### config.mk
export PLATFORM = sky130hd
export DESIGN_NAME = notr_datapath
export DESIGN_NICKNAME = d
export VERILOG_FILES = /design/src/design/node_occupancy_tracker_core_assert.svh /design/src/design/notr_pkg.sv /design/src/design/notr_datapath.sv
export SDC_FILE = /design/constraint.sdc
export NUM_CORES = 2
export LEC_CHECK = 0
export ABC_AREA = 1
export BUFFER_PORTS_ARGS = -buffer_cell sky130_fd_sc_hd__buf_2
export CORE_ASPECT_RATIO = 0.9
export CORE_MARGIN = 10
export CORE_UTILIZATION = 36
export DETAILED_ROUTE_END_ITERATION = 6
export GPL_TIMING_DRIVEN = 0
export SYNTH_ARGS = -nofsm -noshare
export SYNTH_HDL_FRONTEND = slang
export SYNTH_SLANG_ARGS = --single-unit
### constraint.sdc
create_clock -name clk -period 14.4 [get_ports clk]
set_clock_uncertainty 0.1 [all_clocks]
set_input_delay 2.88 -clock clk [delete_from_list [all_inputs] [get_ports clk]]
set_output_delay 2.88 -clock clk [all_outputs]
set_load 0.02 [all_outputs]
### src/design/node_occupancy_tracker_core_assert.svh
`ifndef NODE_OCCUPANCY_TRACKER_CORE_ASSERT_SVH
`define NODE_OCCUPANCY_TRACKER_CORE_ASSERT_SVH

// Check that a condition implies a property in the same cycle.
`define NOTR_ASSERT_SAME(label, cond, prop, msg) \
    label: assert property (@(posedge clk) disable iff (!rst_n) (cond) |-> (prop)) \
        else $error(msg);

// Check that a condition implies a property in the following cycle.
`define NOTR_ASSERT_NEXT(label, cond, prop, msg) \
    label: assert property (@(posedge clk) disable iff (!rst_n) (cond) |=> (prop)) \
        else $error(msg);

`endif

### src/design/notr_pkg.sv
package notr_pkg;

    // Parameter defaults
    localparam int NODE_COUNT_DEF  = 1024;
    localparam int COUNT_WIDTH_DEF = 16;
    localparam int TIME_WIDTH_DEF  = 32;

    // Fixed field widths
    localparam int AREA_W     = 48;
    localparam int NODE_W     = 10;
    localparam int CNT_IN_W   = 16;
    localparam int TIME_IN_W  = 32;
    localparam int MODE_W     = 2;
    localparam int OUT_CNT_W  = 16;
    localparam int IN_DATA_W  = 80;
    localparam int OUT_DATA_W = 176;

    // Mode bits: low bit selects lower, high bit selects the susceptible class
    localparam int MODE_LOWER_BIT = 0;
    localparam int MODE_SUS_BIT   = 1;

    typedef enum logic [1:0] {
        ST_CLEAR,
        ST_IDLE,
        ST_MUL,
        ST_ADD
    } state_t;

    typedef struct packed {
        logic rd_en;
        logic mul_en;
        logic wr_en;
        logic clr;
        logic out_load;
    } ctrl_t;

endpackage

### src/design/notr_datapath.sv
module notr_datapath
    import notr_pkg::*;
#(
    parameter int NODE_COUNT  = NODE_COUNT_DEF,
    parameter int COUNT_WIDTH = COUNT_WIDTH_DEF,
    parameter int TIME_WIDTH  = TIME_WIDTH_DEF,
    parameter int ENTRY_W     = 3 * AREA_W + 3 * TIME_WIDTH_DEF + 6 * COUNT_WIDTH_DEF
)
(
    input  logic                  clk,
    input  ctrl_t                 ctrl,
    input  logic [MODE_W-1:0]     mode,
    input  logic [NODE_W-1:0]     node,
    input  logic [CNT_IN_W-1:0]   total_count,
    input  logic [CNT_IN_W-1:0]   class_count,
    input  logic [TIME_IN_W-1:0]  time_now,
    input  logic [ENTRY_W-1:0]    rdata,
    output logic [ENTRY_W-1:0]    wdata,
    output logic                  in_range,
    output logic [OUT_DATA_W-1:0] result
);

    localparam int LO_W  = (TIME_WIDTH + 1) / 2;
    localparam int HI_W  = TIME_WIDTH - LO_W;
    localparam int PL_W  = LO_W + COUNT_WIDTH;
    localparam int PH_W  = HI_W + COUNT_WIDTH;
    localparam int SUM_W = TIME_WIDTH + COUNT_WIDTH + 1;
    localparam int EXT_W = (SUM_W > AREA_W + 1) ? SUM_W : AREA_W + 1;
    localparam logic [COUNT_WIDTH-1:0] CNT_MAX  = '1;
    localparam logic [AREA_W-1:0]      AREA_MAX = '1;

    typedef struct packed {
        logic [AREA_W-1:0]      area_all;
        logic [AREA_W-1:0]      area_inf;
        logic [AREA_W-1:0]      area_sus;
        logic [TIME_WIDTH-1:0]  stamp_all;
        logic [TIME_WIDTH-1:0]  stamp_inf;
        logic [TIME_WIDTH-1:0]  stamp_sus;
        logic [COUNT_WIDTH-1:0] peak_all;
        logic [COUNT_WIDTH-1:0] peak_inf;
        logic [COUNT_WIDTH-1:0] peak_sus;
        logic [COUNT_WIDTH-1:0] floor_all;
        logic [COUNT_WIDTH-1:0] floor_inf;
        logic [COUNT_WIDTH-1:0] floor_sus;
    } entry_t;

    function automatic logic [COUNT_WIDTH-1:0] sat_cnt(input logic [CNT_IN_W-1:0] v);
        logic [COUNT_WIDTH-1:0] r;
        if (32'(v) > 32'(CNT_MAX))
        begin
            r = CNT_MAX;
        end
        else
        begin
            r = COUNT_WIDTH'(v);
        end
        return r;
    endfunction

    function automatic logic [COUNT_WIDTH-1:0] prev_cnt(input logic [COUNT_WIDTH-1:0] c,
                                                        input logic lower);
        logic [COUNT_WIDTH-1:0] r;
        if (lower)
        begin
            r = (c == CNT_MAX) ? c : c + COUNT_WIDTH'(1);
        end
        else
        begin
            r = (c == '0) ? c : c - COUNT_WIDTH'(1);
        end
        return r;
    endfunction

    // Combine partial products, clamp the product, then clamp the running sum
    function automatic logic [AREA_W-1:0] accum(input logic [AREA_W-1:0] area,
                                                input logic [PH_W-1:0] pp_hi,
                                                input logic [PL_W-1:0] pp_lo);
        logic [EXT_W-1:0]  prod;
        logic [AREA_W-1:0] p48;
        logic [AREA_W:0]   sum;
        prod = (EXT_W'(pp_hi) << LO_W) + EXT_W'(pp_lo);
        p48  = (prod > EXT_W'(AREA_MAX)) ? AREA_MAX : prod[AREA_W-1:0];
        sum  = {1'b0, area} + {1'b0, p48};
        return sum[AREA_W] ? AREA_MAX : sum[AREA_W-1:0];
    endfunction

    entry_t                 cur;
    entry_t                 upd;
    entry_t                 rst_entry;
    logic                   lower;
    logic                   sus;
    logic [TIME_WIDTH-1:0]  now;
    logic [COUNT_WIDTH-1:0] cnt_t;
    logic [COUNT_WIDTH-1:0] cnt_c;
    logic [COUNT_WIDTH-1:0] prev_t;
    logic [COUNT_WIDTH-1:0] prev_c;
    logic [TIME_WIDTH-1:0]  stamp_c;
    logic [AREA_W-1:0]      area_c;
    logic [COUNT_WIDTH-1:0] peak_c;
    logic [COUNT_WIDTH-1:0] floor_c;
    logic [TIME_WIDTH-1:0]  el_t;
    logic [TIME_WIDTH-1:0]  el_c;
    logic [PL_W-1:0]        pp_t_lo_reg;
    logic [PH_W-1:0]        pp_t_hi_reg;
    logic [PL_W-1:0]        pp_c_lo_reg;
    logic [PH_W-1:0]        pp_c_hi_reg;
    logic [AREA_W-1:0]      new_area_t;
    logic [AREA_W-1:0]      new_area_c;
    logic [COUNT_WIDTH-1:0] new_peak_t;
    logic [COUNT_WIDTH-1:0] new_peak_c;
    logic [COUNT_WIDTH-1:0] new_floor_t;
    logic [COUNT_WIDTH-1:0] new_floor_c;

    // Decode the event and select the class entries
    always_comb
    begin
        cur      = entry_t'(rdata);
        lower    = mode[MODE_LOWER_BIT];
        sus      = mode[MODE_SUS_BIT];
        now      = TIME_WIDTH'(time_now);
        cnt_t    = sat_cnt(total_count);
        cnt_c    = sat_cnt(class_count);
        prev_t   = prev_cnt(cnt_t, lower);
        prev_c   = prev_cnt(cnt_c, lower);
        stamp_c  = sus ? cur.stamp_sus : cur.stamp_inf;
        area_c   = sus ? cur.area_sus : cur.area_inf;
        peak_c   = sus ? cur.peak_sus : cur.peak_inf;
        floor_c  = sus ? cur.floor_sus : cur.floor_inf;
        el_t     = (now >= cur.stamp_all) ? now - cur.stamp_all : '0;
        el_c     = (now >= stamp_c) ? now - stamp_c : '0;
        in_range = 32'(node) < 32'(NODE_COUNT);
    end

    // Multiply elapsed time by the previous count in two halves
    always_ff @(posedge clk)
    begin
        if (ctrl.mul_en)
        begin
            pp_t_lo_reg <= PL_W'(el_t[LO_W-1:0]) * PL_W'(prev_t);
            pp_t_hi_reg <= PH_W'(el_t[TIME_WIDTH-1:LO_W]) * PH_W'(prev_t);
            pp_c_lo_reg <= PL_W'(el_c[LO_W-1:0]) * PL_W'(prev_c);
            pp_c_hi_reg <= PH_W'(el_c[TIME_WIDTH-1:LO_W]) * PH_W'(prev_c);
        end
    end

    // Build the updated entry and the result word
    always_comb
    begin
        new_area_t  = accum(cur.area_all, pp_t_hi_reg, pp_t_lo_reg);
        new_area_c  = accum(area_c, pp_c_hi_reg, pp_c_lo_reg);
        new_peak_t  = (!lower && cnt_t > cur.peak_all) ? cnt_t : cur.peak_all;
        new_peak_c  = (!lower && cnt_c > peak_c) ? cnt_c : peak_c;
        new_floor_t = (lower && cnt_t < cur.floor_all) ? cnt_t : cur.floor_all;
        new_floor_c = (lower && cnt_c < floor_c) ? cnt_c : floor_c;

        upd           = cur;
        upd.area_all  = new_area_t;
        upd.stamp_all = now;
        upd.peak_all  = new_peak_t;
        upd.floor_all = new_floor_t;
        if (sus)
        begin
            upd.area_sus  = new_area_c;
            upd.stamp_sus = now;
            upd.peak_sus  = new_peak_c;
            upd.floor_sus = new_floor_c;
        end
        else
        begin
            upd.area_inf  = new_area_c;
            upd.stamp_inf = now;
            upd.peak_inf  = new_peak_c;
            upd.floor_inf = new_floor_c;
        end

        rst_entry           = '0;
        rst_entry.floor_all = CNT_MAX;
        rst_entry.floor_inf = CNT_MAX;
        rst_entry.floor_sus = CNT_MAX;

        wdata = ctrl.clr ? ENTRY_W'(rst_entry) : ENTRY_W'(upd);

        if (in_range)
        begin
            result = {6'b0,
                      OUT_CNT_W'(new_floor_c), OUT_CNT_W'(new_floor_t),
                      OUT_CNT_W'(new_peak_c), OUT_CNT_W'(new_peak_t),
                      new_area_c, new_area_t, node};
        end
        else
        begin
            result = {(OUT_DATA_W - NODE_W)'(0), node};
        end
    end

endmodule

==> flow_summary.toml <==
[timing]
hold_viol_final = 0
slew_viol_final = 22
setup_tns_ns = -0.00946
grt_setup_unrepaired = "no"
worst-slew-pin-transition_ns = 1.70
max_freq_mhz = 69.4
finalCriticalPeriod_ns = 14.41
hold_ws_ns = 2.83
relSlewSlack_pct = -13.7
period_share_pct = 100
worst_slack_ns = -0.00946
setup_violations = 1

[placement]
gp_congestion = 1.09
place.port_buffers = 910
hpwl_um = 317000

[cells_and_area]
final_nets = 12552
syn_to_final_growth_pct = 13.1
nFillCells = 19517
regArea_sq_um = 3840
drive_above_1_share_pct = 11.6
final_util_pct = 40.8
multiInputGateArea_sq_um = 51200

[grt]
gr-usage-all-layers_pct = 35.2
first_global_vias = 69577
grt_antenna_before_repair = 58
grt_overflow_total = 0
grt_pass1_wl_um = 504000
grt_max_degree = 68

[worst_setup_path]
cp-start-kind = "input pin"
path_class = "input pin to register"
slowest_stage = "clkbuf_1"
endpoint = "pp_c_lo_reg[25]$_DFFE_PP_"
cp-startpoint = "mode[1]"
path_max_fanout = 10
crit_top_cell = "nand2_1"
cpPeakStageDelay_ns = 1.27
crit_arrival_ns = 14.61
critical_path.endpoint_type = "register"
worstPathRequired_ns = 14.60

[clock_network]
ctsLongestPathBuffers = 2
cts.sinks = 128
cts_setup_buffers = 0
path_clk_slew_ns = 0.07
tritoncts = "done"
root_buffer = "clkbuf_16"
htree_levels = 4
numCtsBuffers = 17

[floorplanning]
dieArea_sq_um = 196000
initial_core_util_pct = 36.1
die_y_um = 421
num_rows = 147
io_pins = 931
core-area_sq_um = 178000
dieWidth_um = 465

[yosys]
synth_cell_types = 59
yosysWarnings = 0
yosysTopAreaCell = "fa_1"
synth_flop_cell = "edfxtp_1"
ys_seq_area_share_pct = 5.98
synth_edf_count = 128
synth_top_area_share_pct = 24.3
ys_seq_elements = 128
synth.avg_cell_area_sq_um = 6.61
synthCells = 9733
synth-async-reset-ratio_pct = 0
synthTopCellsByArea = "fa_1 (24%), ha_1 (13%), nand2_1 (13%)"
synth_area_sq_um = 64300

[min_path]
hold_class = "input pin to register"

[outcome]
violations = "DRC, capacitance limit, slew limit, setup timing"
outcome = "finished, violations left"

[routing]
drc_errors = 10
drtIter0Drc = 8357
vias = 72292
ant_nets = 0
firstDrtPassIters = 7
via_per_inst = 5.51
drt-total-wl_um = 361000
avgRoutedWirePerCell_um = 27.5

[flow_run]
max_cap_viol_count = 2
==> critical path, delay by kind of cell <==
kind	cells	cell delay (ns)
buffers and inverters	11	4.30
AO/OA/AOI/OAI	1	0.12
adder cells (fa/ha/maj)	9	3.94
AND/OR/NAND/NOR	17	3.05
XOR/XNOR	1	0.25
==> logic make-up after synthesis <==
| logic type | share of synthesized area, % |
|---|---|
| compound gates | 9.25 |
| flops | 5.98 |
| buf+inv | 14.5 |
| simple gates | 28.6 |
| other cells | 0.0117 |
| mux | 0.716 |
| xor+xnor | 3.56 |
| fa+ha+maj | 37.5 |
==> cells in the mapped netlist (4+ instances only) <==
master and count:
nand2_1 2194, nor3_1 81, a31oi_1 43, a221oi_1 4, o21ai_1 7, o211ai_1 16
nor2_1 1118, o21bai_1 36, edfxtp_1 128, nand3_1 562, nand3b_1 11, nand4_1 273
a31o_2 4, mux2i_1 46, buf_6 18, xnor2_1 88, inv_4 5, and2_1 35
o21ai_0 428, a21boi_0 4, inv_1 1990, o21a_1 11, clkbuf_1 150, nor2_2 4
nor4_1 15, inv_2 20, nand3_2 11, a21o_1 37, clkinv_1 14, nand2_2 36
buf_1 10, buf_4 30, buf_2 122, or2_2 6, a21oi_1 510, fa_1 782
xor2_1 173, ha_1 674
==> cell type report <==
cell class                      count  area share [%]
Antenna cell                       36           0.124
Buffer                            332            2.30
Clock buffer                       18           0.590
Clock inverter                     14           0.281
Inverter                         2031            10.5
Multi-Input combinational cell   7247            70.4
Sequential cell                   128            5.29
Tap cell                         2384            4.10
Timing Repair Buffer              921            6.43
==> layer usage <==
layer / GRT usage, % / vias to the layer above / part of all wire [%]
met5: 0 / - / 0.022
met4: 20.4 / 12 / 7.2
met3: 9.42 / 776 / 10
met2: 52.8 / 4216 / 42
met1: 45.2 / 35015 / 40
li1: - / 32273 / -
==> cell usage in the layout, fill, tap and decap left out, types with 6 or more instances in the layout <==
| master | Yosys | routed |
|---|---|---|
| nand2_2 | 36 | 36 |
| edfxtp_1 | 128 | 128 |
| o21bai_1 | 36 | 36 |
| nand3_2 | 11 | 11 |
| buf_6 | 18 | 23 |
| o21ai_0 | 428 | 417 |
| nor3_1 | 81 | 81 |
| nand4_1 | 273 | 273 |
| o21a_1 | 11 | 11 |
| nand2_1 | 2194 | 2194 |
| ha_1 | 674 | 674 |
| a21o_1 | 37 | 37 |
| clkbuf_1 | 150 | 144 |
| clkbuf_2 | 1 | 7 |
| nor4_1 | 15 | 15 |
| xor2_1 | 173 | 173 |
| inv_2 | 20 | 20 |
| xnor2_1 | 88 | 88 |
| nor2_1 | 1118 | 1118 |
| or2_2 | 6 | 6 |
| nand3_1 | 562 | 562 |
| o211ai_1 | 16 | 16 |
| clkbuf_16 | 0 | 17 |
| diode_2 | 0 | 36 |
| a31oi_1 | 43 | 43 |
| o21ai_1 | 7 | 18 |
| buf_1 | 10 | 10 |
| clkinv_1 | 14 | 14 |
| and2_1 | 35 | 35 |
| fa_1 | 782 | 782 |
| mux2i_1 | 46 | 46 |
| nand3b_1 | 11 | 11 |
| inv_1 | 1990 | 1990 |
| buf_4 | 30 | 36 |
| conb_1 | 2 | 7 |
| buf_2 | 122 | 1031 |
| a21oi_1 | 510 | 510 |
==> through the flow <==
step	worst slack [ns]	instances	instance area, sq um
2_1_floorplan	3.88	9738	64300
3_3_place_gp	-1.27	13032	71800
3_5_place_dp	-0.622	13043	72000
4_1_cts	0.329	13075	72600
5_1_grt	0.00759	13095	72700
6_report	-0.00946	13111	72700
==> how the worst min path moves through the flow <==
| stage | endpoint | from | cells after the start | slack [ns] |
|---|---|---|---|---|
| 2_1_floorplan | pp_c_hi_reg[0]$_DFFE_PP_ | ctrl[3] | 0 | 2.89 |
| 3_3_place_gp | pp_c_hi_reg[0]$_DFFE_PP_ | class_count[0] | 4 | 3.53 |
| 3_5_place_dp | pp_t_hi_reg[23]$_DFFE_PP_ | ctrl[3] | 1 | 3.31 |
| 4_1_cts | pp_t_hi_reg[22]$_DFFE_PP_ | ctrl[3] | 1 | 2.79 |
| 5_1_grt | pp_t_lo_reg[18]$_DFFE_PP_ | ctrl[3] | 1 | 2.83 |
| 6_report | pp_t_lo_reg[0]$_DFFE_PP_ | ctrl[3] | 1 | 2.83 |
==> what timing repair did <==
action | in CTS | in global routing
hold buffers | 0 | 0
pin swaps | 0 | 0
resized for setup | 1 | 2
setup endpoints to repair | 2 | 5
Power is left out: the tool's default activity adds up to more than one toggle a clock period on the data nets, which glitch-free logic cannot reach.
