File: config.mk
export PLATFORM = sky130hd
export DESIGN_NAME = notr_ctrl
export DESIGN_NICKNAME = d
export VERILOG_FILES = /design/src/design/node_occupancy_tracker_core_assert.svh /design/src/design/notr_pkg.sv /design/src/design/notr_ctrl.sv
export SDC_FILE = /design/constraint.sdc
export NUM_CORES = 1
export LEC_CHECK = 0
export ABC_AREA = 1
export BUFFER_PORTS_ARGS = -buffer_cell sky130_fd_sc_hd__buf_2
export CORE_MARGIN = 2
export CORE_UTILIZATION = 42
export CTS_CLUSTER_SIZE = 24
export DETAILED_ROUTE_END_ITERATION = 12
export PLACE_DENSITY = 0.7
export SKIP_CTS_REPAIR_TIMING = 1
export SLEW_MARGIN = 20
export SYNTH_ARGS = -nofsm -noshare
export SYNTH_HDL_FRONTEND = slang
export SYNTH_SLANG_ARGS = --single-unit
export TNS_END_PERCENT = 5
File: constraint.sdc
create_clock -name clk -period 2.4 [get_ports clk]
set_input_delay 0.36 -clock clk [delete_from_list [all_inputs] [get_ports clk]]
set_output_delay 0.36 -clock clk [all_outputs]
set_load 0.01 [all_outputs]
File: src/design/node_occupancy_tracker_core_assert.svh
`ifndef NODE_OCCUPANCY_TRACKER_CORE_ASSERT_SVH
`define NODE_OCCUPANCY_TRACKER_CORE_ASSERT_SVH

// Check that a condition implies a property in the same cycle.
`define NOTR_ASSERT_SAME(label, cond, prop, msg) \
    label: assert property (@(posedge clk) disable iff (!rst_n) (cond) |-> (prop)) \
        else $error(msg);

// Check that a condition implies a property in the following cycle.
`define NOTR_ASSERT_NEXT(label, cond, prop, msg) \
    label: assert property (@(posedge clk) disable iff (!rst_n) (cond) |=> (prop)) \
        else $error(msg);

`endif

File: src/design/notr_pkg.sv
package notr_pkg;

    // Parameter defaults
    localparam int NODE_COUNT_DEF  = 1024;
    localparam int COUNT_WIDTH_DEF = 16;
    localparam int TIME_WIDTH_DEF  = 32;

    // Fixed field widths
    localparam int AREA_W     = 48;
    localparam int NODE_W     = 10;
    localparam int CNT_IN_W   = 16;
    localparam int TIME_IN_W  = 32;
    localparam int MODE_W     = 2;
    localparam int OUT_CNT_W  = 16;
    localparam int IN_DATA_W  = 80;
    localparam int OUT_DATA_W = 176;

    // Mode bits: low bit selects lower, high bit selects the susceptible class
    localparam int MODE_LOWER_BIT = 0;
    localparam int MODE_SUS_BIT   = 1;

    typedef enum logic [1:0] {
        ST_CLEAR,
        ST_IDLE,
        ST_MUL,
        ST_ADD
    } state_t;

    typedef struct packed {
        logic rd_en;
        logic mul_en;
        logic wr_en;
        logic clr;
        logic out_load;
    } ctrl_t;

endpackage

File: src/design/notr_ctrl.sv
module notr_ctrl
    import notr_pkg::*;
#(
    parameter int NODE_COUNT = NODE_COUNT_DEF,
    parameter int ADDR_W     = $clog2(NODE_COUNT_DEF)
)
(
    input  logic              clk,
    input  logic              rst_n,
    input  logic              s_tvalid,
    input  logic              out_free,
    input  logic              in_range,
    output logic              s_tready,
    output ctrl_t             ctrl,
    output logic [ADDR_W-1:0] clr_addr
);

    localparam logic [ADDR_W-1:0] LAST_ADDR = ADDR_W'(NODE_COUNT - 1);

    state_t            state_reg;
    state_t            state_next;
    logic [ADDR_W-1:0] clr_cnt_reg;
    logic [ADDR_W-1:0] clr_cnt_next;

    // State and sweep counter
    always_ff @(posedge clk or negedge rst_n)
    begin
        if (!rst_n)
        begin
            state_reg   <= ST_CLEAR;
            clr_cnt_reg <= '0;
        end
        else
        begin
            state_reg   <= state_next;
            clr_cnt_reg <= clr_cnt_next;
        end
    end

    // Sequence: sweep, wait, multiply, write back
    always_comb
    begin
        state_next    = state_reg;
        clr_cnt_next  = clr_cnt_reg;
        s_tready      = 1'b0;
        ctrl          = '0;
        case (state_reg)
            ST_CLEAR:
            begin
                ctrl.clr     = 1'b1;
                ctrl.wr_en   = 1'b1;
                clr_cnt_next = clr_cnt_reg + ADDR_W'(1);
                if (clr_cnt_reg == LAST_ADDR)
                begin
                    state_next = ST_IDLE;
                end
            end
            ST_IDLE:
            begin
                s_tready = 1'b1;
                if (s_tvalid)
                begin
                    ctrl.rd_en = 1'b1;
                    state_next = ST_MUL;
                end
            end
            ST_MUL:
            begin
                ctrl.mul_en = 1'b1;
                state_next  = ST_ADD;
            end
            ST_ADD:
            begin
                if (out_free)
                begin
                    ctrl.wr_en    = in_range;
                    ctrl.out_load = 1'b1;
                    state_next    = ST_IDLE;
                end
            end
            default:
            begin
                state_next = ST_IDLE;
            end
        endcase
    end

    assign clr_addr = clr_cnt_reg;

endmodule

==> metrics, run 1 <==
Post-Synth XOR/XNOR Area=0.0765; worst ir drop on vdd=0.000312 V; largest net degree at the start of global routing=13; DR pass1 iterations=4; post-synthesis adder-cell area fraction=0.0911; status=completed; final WL=1310 µm; post-synthesis compound-gate area fraction=0.0328; IO Pins=21; Startpoint Class=register; endpoints failing hold=0; gpl congestion=0.733; Pint=0.000298 W; R2R depth=7; unrepaired setup endpoints after global routing=false; layout cell share with drive strength beyond 1=0.274; vias=559; worst-case clock buffer depth=2; max FFs per register=10; Worst Path Required=2040 ps; first-pass GRT wire length=2170 µm; Fmax achieved=0.532 GHz; clk sink count=12; Synthesized Nets=92; Comb power frac=0.023; Initial Util=0.451; Ant. Diodes=0; slew at the pin with the worst max-slew slack=345 ps; power per cell area=436 mW/mm²; drc violations=0; Overall Global Routing Usage=0.158; Layout area overhead=22.6%; number of buffers created by CTS=3; WHS=488 ps; drt wl/cell=10.8 µm; Yosys cell types=17; reg2reg end=clr_addr[6]$_DFFE_PN0P_; Worst setup EP type=primary output; Post-Syn Area=687 µm²; CP Class=register to primary output; cell-by-cell trace of the critical path=inv_1 -> ha_1 -> inv_2 -> a21oi_1 -> buf_2; average via count per standard cell=4.58; Seq pwr share=0.550; max-slew violations=0; Rows=14; vias in the first global route=528; Die X=44.4 µm; Port-buffer cells=20; clock skew=10.6 ps; sequential element share of the synthesized area=0.437; root buffer cell=clkbuf_4; Post-DRT Antenna Nets=0; main combinational cell family by area after synthesis=simple AND/OR/NAND/NOR gates; Reg2Reg Setup Slack=810 ps; P_sw=0.0000696 W; die span in y=44.4 µm; slowest CP cell=dfrtp_1; slew margin rel.=0.770; Final setup viols=0; Ys Warns=0; Clock Pin Slew Worst Setup and Hold Paths=80 ps; WP data arrival=1520 ps; Clk pwr share=0.427; grt ovf=0; detailed placer's ending HPWL=1070 µm; setup TNS=0 ps; Max stage delay on crit path=410 ps; die area=0.00197 mm²; min Tclk post-route=1880 ps; worst r2r src=state_reg[0]$_DFFE_PN0P_; Crit Path Max Fanout=8; maxcap violations=0; clk_lat worst skew=270 ps; core area=0.00152 mm²; initial antenna violation count=0; leakage=0.489 nW; simple-gate share of the synthesized area=0.248; cell count after synthesis=82; #FFs+latches synth=12; Mean Syn Cell Area=8.38 µm²; multiplexer area fraction after synthesis=0; Switching Fraction=0.189; crit share post-route=0.784; depth of the CTS H-tree=1; Hold Crit Class=input port to asynchronous set/reset pin; TritonCTS clock tree=done; initial DRC count=6; layout net count=117
## power groups by stage
stage                  logic (W)  registers [W]  clock network, W
floorplan           0.0000000710       0.000206                 0
global placement      0.00000723       0.000206                 0
detailed placement    0.00000729       0.000206                 0
CTS                   0.00000731       0.000202          0.000162
global route          0.00000984       0.000202          0.000173
finish                0.00000851       0.000202          0.000157
## worst max-delay path: cells and delay by family (launching register included)
| kind | cells | cell delay [ps] |
|---|---|---|
| fa+ha+maj | 1 | 370 |
| buf+inv | 3 | 330 |
| flops | 1 | 410 |
| compound gates | 1 | 140 |
## routing by layer
layer,share of wire,global-route usage
met1,0.43,0.173
met2,0.51,0.276
met3,0.056,0.0735
met4,0,0.0364
met5,0,0
## kinds of logic (layout without fill, tap and decap cells)
family | after synthesis | count (layout)
flops | 12 | 12
compound gates | 4 | 4
xor+xnor | 6 | 6
buf+inv | 19 | 43
simple gates | 36 | 36
fa+ha+maj | 5 | 5
## cells in the mapped netlist
cell type / instances / area, µm²
inv_1: 17 / 63.8
nand2_2: 1 / 6.26
xnor2_1: 2 / 17.5
nand2_1: 21 / 78.8
o22ai_1: 2 / 12.5
dfrtp_1: 12 / 300
buf_6: 1 / 11.3
nor2_4: 2 / 22.5
inv_2: 1 / 3.75
ha_1: 5 / 62.6
xor2_1: 4 / 35.0
nand2_4: 1 / 11.3
nand4_1: 1 / 6.26
nor2_1: 4 / 15.0
nand3_1: 6 / 30.0
o21ai_1: 1 / 5.00
a21oi_1: 1 / 5.00
## area by class of cell
class / instances / area [µm²]
multi-input combinational: 51 / 308
clock buffer: 4 / 36.3
tap: 16 / 20.0
fill: 151 / 682
inverter: 18 / 67.6
timing repair buffer: 21 / 110
sequential: 12 / 300
## placed cells by master (no fill, tap or decap)
cell type	instances
nand2_1	21
buf_2	20
inv_1	17
dfrtp_1	12
nand3_1	6
ha_1	5
nor2_1	4
xor2_1	4
clkbuf_4	3
nor2_4	2
o22ai_1	2
xnor2_1	2
inv_2	1
a21oi_1	1
nand2_2	1
nand2_4	1
nand4_1	1
o21ai_1	1
clkbuf_8	1
dlygate4sd3_1	1
## metrics by stage
| step | total power [W] | area (µm²) | setup slack, ps | utilization | cells |
|---|---|---|---|---|---|
| finish | 0.000367 | 842 | 519 | 0.553 | 122 |
| global route | 0.000385 | 842 | 411 | 0.553 | 122 |
| CTS | 0.000371 | 832 | 515 | 0.546 | 121 |
| detailed placement | 0.000213 | 796 | 821 | 0.522 | 117 |
| global placement | 0.000213 | 796 | 858 | 0.522 | 117 |
| floorplan | 0.000206 | 687 | 931 | - | 82 |
## how the worst max path moves through the flow
stage	start	to	slack [ps]	depth (start not counted)
floorplan	state_reg[0]$_DFFE_PN0P_	ctrl[2]	930	5
global placement	state_reg[0]$_DFFE_PN0P_	ctrl[2]	860	5
detailed placement	state_reg[0]$_DFFE_PN0P_	ctrl[2]	820	5
CTS	state_reg[0]$_DFFE_PN0P_	ctrl[2]	520	5
global route	state_reg[0]$_DFFE_PN0P_	ctrl[2]	410	5
finish	state_reg[0]$_DFFE_PN0P_	ctrl[2]	520	5
Power figures use the tool's default switching activity.
==> run 2: changes to the inputs <==
Settings changed: ABC_AREA 1 to 0, PLACE_DENSITY 0.7 to 0.71.
Clock period 2.4 ns to 1.8 ns, I/O delays scaled along.
==> metrics, run 2 <==
worst r2r src=clr_addr[0]$_DFFE_PN0P_; Mean Syn Cell Area=11.0 µm² (+32%); clock skew=2.81 ps (-7.78 ps); drt wl/cell=11.9 µm (+10%); Worst setup EP type=primary output; grt ovf=0 (unchanged); final WL=1200 µm (-8.8%); R2R depth=5 (-2); setup TNS=0 ps (unchanged); Met3 Wirelength=89 µm (+20%); placed inst area=771 µm² (-3.1%); EDFF count, synth=0 (unchanged); status=completed; Top Layer Used=met4; sequential element share of the synthesized area=0.469 (+0.0316); Yosys top cell by area=dfrtp_1; root buffer cell=clkbuf_4; DR pass1 iterations=4 (unchanged); Yosys cell types=21 (+4); Fmax achieved=0.602 GHz; drc violations=0 (unchanged); core area=0.00147 mm² (-3.4%); initial DRC count=10 (+4); crit share post-route=0.924; number of buffers created by CTS=3 (unchanged); vias in the first global route=446 (-16%); Synth async-reset ratio=1.00 (unchanged); Hold Crit Class=input port to register; Die X=43.1 µm (-3.1%); min Tclk post-route=1660 ps; layout net count=96 (-18%); Rows=14 (unchanged); Worst Path Required=1530 ps (-510 ps); depth of the CTS H-tree=1 (unchanged); Startpoint Class=register; min-delay src=s_tvalid; commonest non-fill, non-tap cells in the layout=buf_2 (20), dfrtp_1 (12), xnor2_1 (6); TritonCTS clock tree=done; M1 WL=574 µm (+1.4%); most frequent cell after synthesis=dfrtp_1; first-pass GRT wire length=1970 µm (-9.2%); ranking of synthesized cells by instance count=dfrtp_1 (12), xnor2_1 (6), ha_1 (5), nand4_1 (5), nand2_1 (4); Final setup viols=0 (unchanged); average via count per standard cell=5.10 (+11%); clk_lat worst skew=270 ps (about the same); largest net degree at the start of global routing=13 (unchanged); #FFs+latches synth=12 (unchanged); initial antenna violation count=0 (unchanged); Reg2Reg Setup Slack=140 ps (-670 ps); Layout area overhead=29.3%; layout cell share with drive strength beyond 1=0.400 (+0.126); Crit Path Max Fanout=10 (+2); ys flop type=dfrtp_1; Synth area leaders=dfrtp_1 (47%), ha_1 (9.8%), xnor2_1 (8.2%), nand4_1 (4.9%), xor2_1 (4.1%); WP data arrival=1390 ps (-130 ps); Ant. Diodes=0 (unchanged); Synth top area share=0.469 (+0.0316); cell count after synthesis=58 (-29%); worst-case clock buffer depth=2 (unchanged); unrepaired setup endpoints after global routing=false; leakage=0.441 nW (-9.8%); power per cell area=1420 mW/mm² (+230%); Finished Cell Area=828 µm² (-1.6%); Overall Global Routing Usage=0.145 (-0.0126); Port-buffer cells=20 (unchanged); Ys Warns=0 (unchanged); Post-DRT Antenna Nets=0 (unchanged); Min-Delay Endpoint=state_reg[0]$_DFFE_PN0P_; maxcap violations=0 (unchanged); IO Pins=21 (unchanged); vias=515 (-7.9%); Clock Pin Slew Worst Setup and Hold Paths=70 ps (about the same); commonest non-fill, non-tap cell in the layout=buf_2; detailed placer's ending HPWL=931 µm (-13%); reg2reg end=state_reg[1]$_DFFE_PN0P_; slew margin rel.=0.823 (+0.0530); endpoints failing hold=0 (unchanged); worst ir drop on vdd=0.000995 V (+220%); slew at the pin with the worst max-slew slack=266 ps (-79.5 ps); die span in y=43.1 µm (-3.1%); clk sink count=12 (unchanged); Initial Util=0.435 (-0.0154); Synthesized Nets=68 (-26%); max FFs per register=10 (unchanged); Post-Syn Area=641 µm² (-6.7%); CP Class=register to primary output; gpl congestion=0.766 (+4.5%); Met2 Wirelength=520 µm (-23%); max-slew violations=0 (unchanged); worst hold path depth=3; die area=0.00185 mm² (-6.1%)
run 2: cell count changes after synthesis, sizes merged, moves of 3 or more:
cell,delta
nand3,-5
and3,+3
xnor2,+4
inv,-15
nand4,+5
nor2,-3
nand2,-19
run 2: area by class of cell:
type | instances | area (µm²)
Timing Repair Buffer | 24 | 133
Multi-Input combinational cell | 42 | 328
Clock buffer | 4 | 36.3
Sequential cell | 12 | 300
Tap cell | 16 | 20.0
Inverter | 3 | 11.3
Fill cell | 135 | 643
run 2: kinds of logic (layout without fill, tap and decap cells):
logic type / Yosys count / after routing / synth area share
AND/OR/NAND/NOR: 21 / 21 / 0.203
flip-flops: 12 / 12 / 0.469
XOR/XNOR: 9 / 9 / 0.123
adder cells (fa/ha/maj): 5 / 5 / 0.0977
AO/OA/AOI/OAI: 5 / 5 / 0.0469
buffers and inverters: 4 / 31 / 0.0254
multiplexers: 2 / 2 / 0.0352
run 2: power by group:
part	total [W]	switching, W	internal, W	leakage (nW)
Sequential	0.000446	0.0000981	0.000347	0.154
Combinational	0.000520	0.000258	0.000262	0.267
Clock	0.000211	0.0000879	0.000123	0.0210
Total	0.00118	0.000444	0.000732	0.441
run 2: per-stage QoR:
step | util | power (W) | worst slack, ps | hold slack [ps] | std cells
floorplan | - | 0.000766 | 96.4 | -25.6 | 58
global placement | 0.524 | 0.000943 | 207 | 159 | 95
detailed placement | 0.524 | 0.000954 | 152 | 161 | 95
CTS | 0.548 | 0.00117 | 68.9 | -134 | 99
global route | 0.563 | 0.00128 | 23.3 | 380 | 101
finish | 0.563 | 0.00118 | 138 | 372 | 101
run 2: worst max-delay path, cell delays in order, from the launching register on:
cell and delay [ps]:
dfrtp_1 380, inv_1 80, ha_1 210, buf_4 180
a21oi_2 100, nor2_1 40, buf_2 130
run 2: metal layers:
metal	vias up	track usage
met3	2	0.0383
met2	22	0.221
met4	0	0.0727
met5	-	0
met1	231	0.190
li1	260	-
run 2: worst max path at each step:
stage | startpoint | end
finish | state_reg[0]$_DFFE_PN0P_ | ctrl[2]
floorplan | clr_addr[0]$_DFFE_PN0P_ | state_reg[1]$_DFFE_PN0P_
CTS | state_reg[0]$_DFFE_PN0P_ | ctrl[2]
global placement | clr_addr[0]$_DFFE_PN0P_ | state_reg[1]$_DFFE_PN0P_
global route | clr_addr[0]$_DFFE_PN0P_ | state_reg[1]$_DFFE_PN0P_
detailed placement | clr_addr[0]$_DFFE_PN0P_ | state_reg[1]$_DFFE_PN0P_
==> run 3: changes to the inputs <==
Settings changed: ABC_CLOCK_PERIOD_IN_PS set to 1800, GPL_TIMING_DRIVEN set to 0.
==> metrics, run 3 (same netlist as run 2, synthesis figures left out) <==
WP data arrival=1850 ps (+460 ps); Switching Fraction=0.389 (+0.0118); P_sw=0.000428 W (-3.7%); clk_lat worst skew=260 ps (about the same); leakage=0.422 nW (-4.5%); maxcap violations=0 (unchanged); endpoints failing hold=0 (unchanged); number of buffers created by CTS=3 (unchanged); cell-by-cell trace of the critical path=ha_2 -> nand3_1 -> or3_4 -> a21oi_1 -> mux2_2; Startpoint Class=register; Seq pwr share=0.416 (+0.037); worst r2r src=clr_addr[1]$_DFFE_PN0P_; root buffer cell=clkbuf_4; placed inst area=761 µm² (-1.3%); Layout area overhead=27.1%; Clk pwr share=0.142 (-0.037); reg2reg end=state_reg[1]$_DFFE_PN0P_; Finished Cell Area=815 µm² (-1.7%); Worst Path Required=1950 ps (+420 ps); Placement Setup Slack=33.6 ps (-118 ps); layout cell share with drive strength beyond 1=0.434 (+0.0337); clock skew=0.670 ps (-2.14 ps); setup TNS=0 ps (unchanged); average via count per standard cell=5.17 (+1.4%); Die X=43.1 µm (unchanged); die span in y=43.1 µm (unchanged); grt ovf=0 (unchanged); slew margin rel.=0.825 (+0.00252); core area=0.00147 mm² (unchanged); Worst setup EP type=register; Crit Path Max Fanout=5 (-5); Initial Util=0.435 (unchanged); largest net degree at the start of global routing=13 (unchanged); Setup crit end=state_reg[1]$_DFFE_PN0P_; Pint=0.000671 W (-8.4%); commonest non-fill, non-tap cell in the layout=buf_2; crit path launch=clr_addr[1]$_DFFE_PN0P_; clk sink count=12 (unchanged); Ant. Diodes=0 (unchanged); initial antenna violation count=0 (unchanged); slew at the pin with the worst max-slew slack=262 ps (-3.78 ps); Final setup viols=0 (unchanged); Comb power frac=0.442 (about the same); power per cell area=1350 mW/mm² (-5.1%); R2R depth=5 (unchanged); Port-buffer cells=20 (unchanged); vias in the first global route=443 (-0.67%); Fmax achieved=0.588 GHz (-2.3%); status=completed; Rows=14 (unchanged); TritonCTS clock tree=done; Max stage delay on crit path=400 ps (+20 ps); slowest CP cell=dfrtp_1; Hold Crit Class=input port to register; worst ir drop on vdd=0.00102 V (+2.8%); CP Class=register to register; max FFs per register=10 (unchanged); initial DRC count=9 (-1); final WL=1170 µm (-2.1%); Overall Global Routing Usage=0.141 (-0.00418); worst hold path depth=3 (unchanged); gpl congestion=0.767 (about the same); min Tclk post-route=1700 ps (+38.4 ps); depth of the CTS H-tree=1 (unchanged); Post-DRT Antenna Nets=0 (unchanged); Reg2Reg Setup Slack=100 ps (-40 ps); IO Pins=21 (unchanged); Clock Pin Slew Worst Setup and Hold Paths=70 ps (about the same); vias=512 (-0.58%); fin worst setup slack=99.2 ps (-38.4 ps); drc violations=0 (unchanged); commonest non-fill, non-tap cells in the layout=buf_2 (20), dfrtp_1 (11), xnor2_1 (6); unrepaired setup endpoints after global routing=false; layout net count=95 (-1.0%); first-pass GRT wire length=1910 µm (-3.1%); DR pass1 iterations=3 (-1); crit share post-route=0.945 (+0.0213); max-slew violations=0 (unchanged); worst-case clock buffer depth=2 (unchanged); drt wl/cell=11.8 µm (-0.11%); die area=0.00185 mm² (unchanged)
## run 3: metrics by stage
step	power [W]	cells	hold WS [ps]	util
after floorplan	0.000766	58	-25.6	-
after global placement	0.000917	94	158	0.517
after detailed placement	0.000934	94	158	0.517
after CTS	0.00109	97	-133	0.532
after global routing	0.00120	99	418	0.554
final	0.00110	99	390	0.554
## run 3: cell type report
type,count,area [µm²]
timing repair buffer,22,118
tap,16,20.0
sequential,12,302
multi-input combinational,42,334
buffer,1,7.51
inverter,3,11.3
clock buffer,3,22.5
fill,140,657
## run 3: power by group through the flow
stage / combinational (W) / clock, W / sequential [W]
global placement: 0.000466 / 0 / 0.000451
global route: 0.000547 / 0.000182 / 0.000467
CTS: 0.000480 / 0.000163 / 0.000450
finish: 0.000485 / 0.000156 / 0.000457
floorplan: 0.000304 / 0 / 0.000462
detailed placement: 0.000479 / 0 / 0.000455
## run 3: routing by layer
layer | vias up | part of all wire | wire (µm) | GRT usage
met3 | 2 | 0.057 | 67 | 0.0298
met2 | 17 | 0.48 | 564 | 0.224
met5 | - | 0 | 0 | 0
met1 | 238 | 0.45 | 532 | 0.172
li1 | 255 | - | - | -
met4 | 0 | 0.0077 | 9 | 0.0909
## run 3: critical path: cells and delay by family (launching register included)
family	cells	cell delay [ps]
AO/OA/AOI/OAI	1	170
AND/OR/NAND/NOR	2	430
adder cells (fa/ha/maj)	1	240
flip-flops	1	400
multiplexers	1	340
## run 3: how the worst min path moves through the flow
stage | startpoint | to | slack, ps
2_1_floorplan | rst_n | clr_addr[0]$_DFFE_PN0P_ | -30
3_3_place_gp | rst_n | clr_addr[8]$_DFFE_PN0P_ | 160
3_5_place_dp | rst_n | clr_addr[8]$_DFFE_PN0P_ | 160
4_1_cts | rst_n | clr_addr[8]$_DFFE_PN0P_ | -130
5_1_grt | rst_n | clr_addr[8]$_DFFE_PN0P_ | 420
6_report | s_tvalid | state_reg[0]$_DFFE_PN0P_ | 390
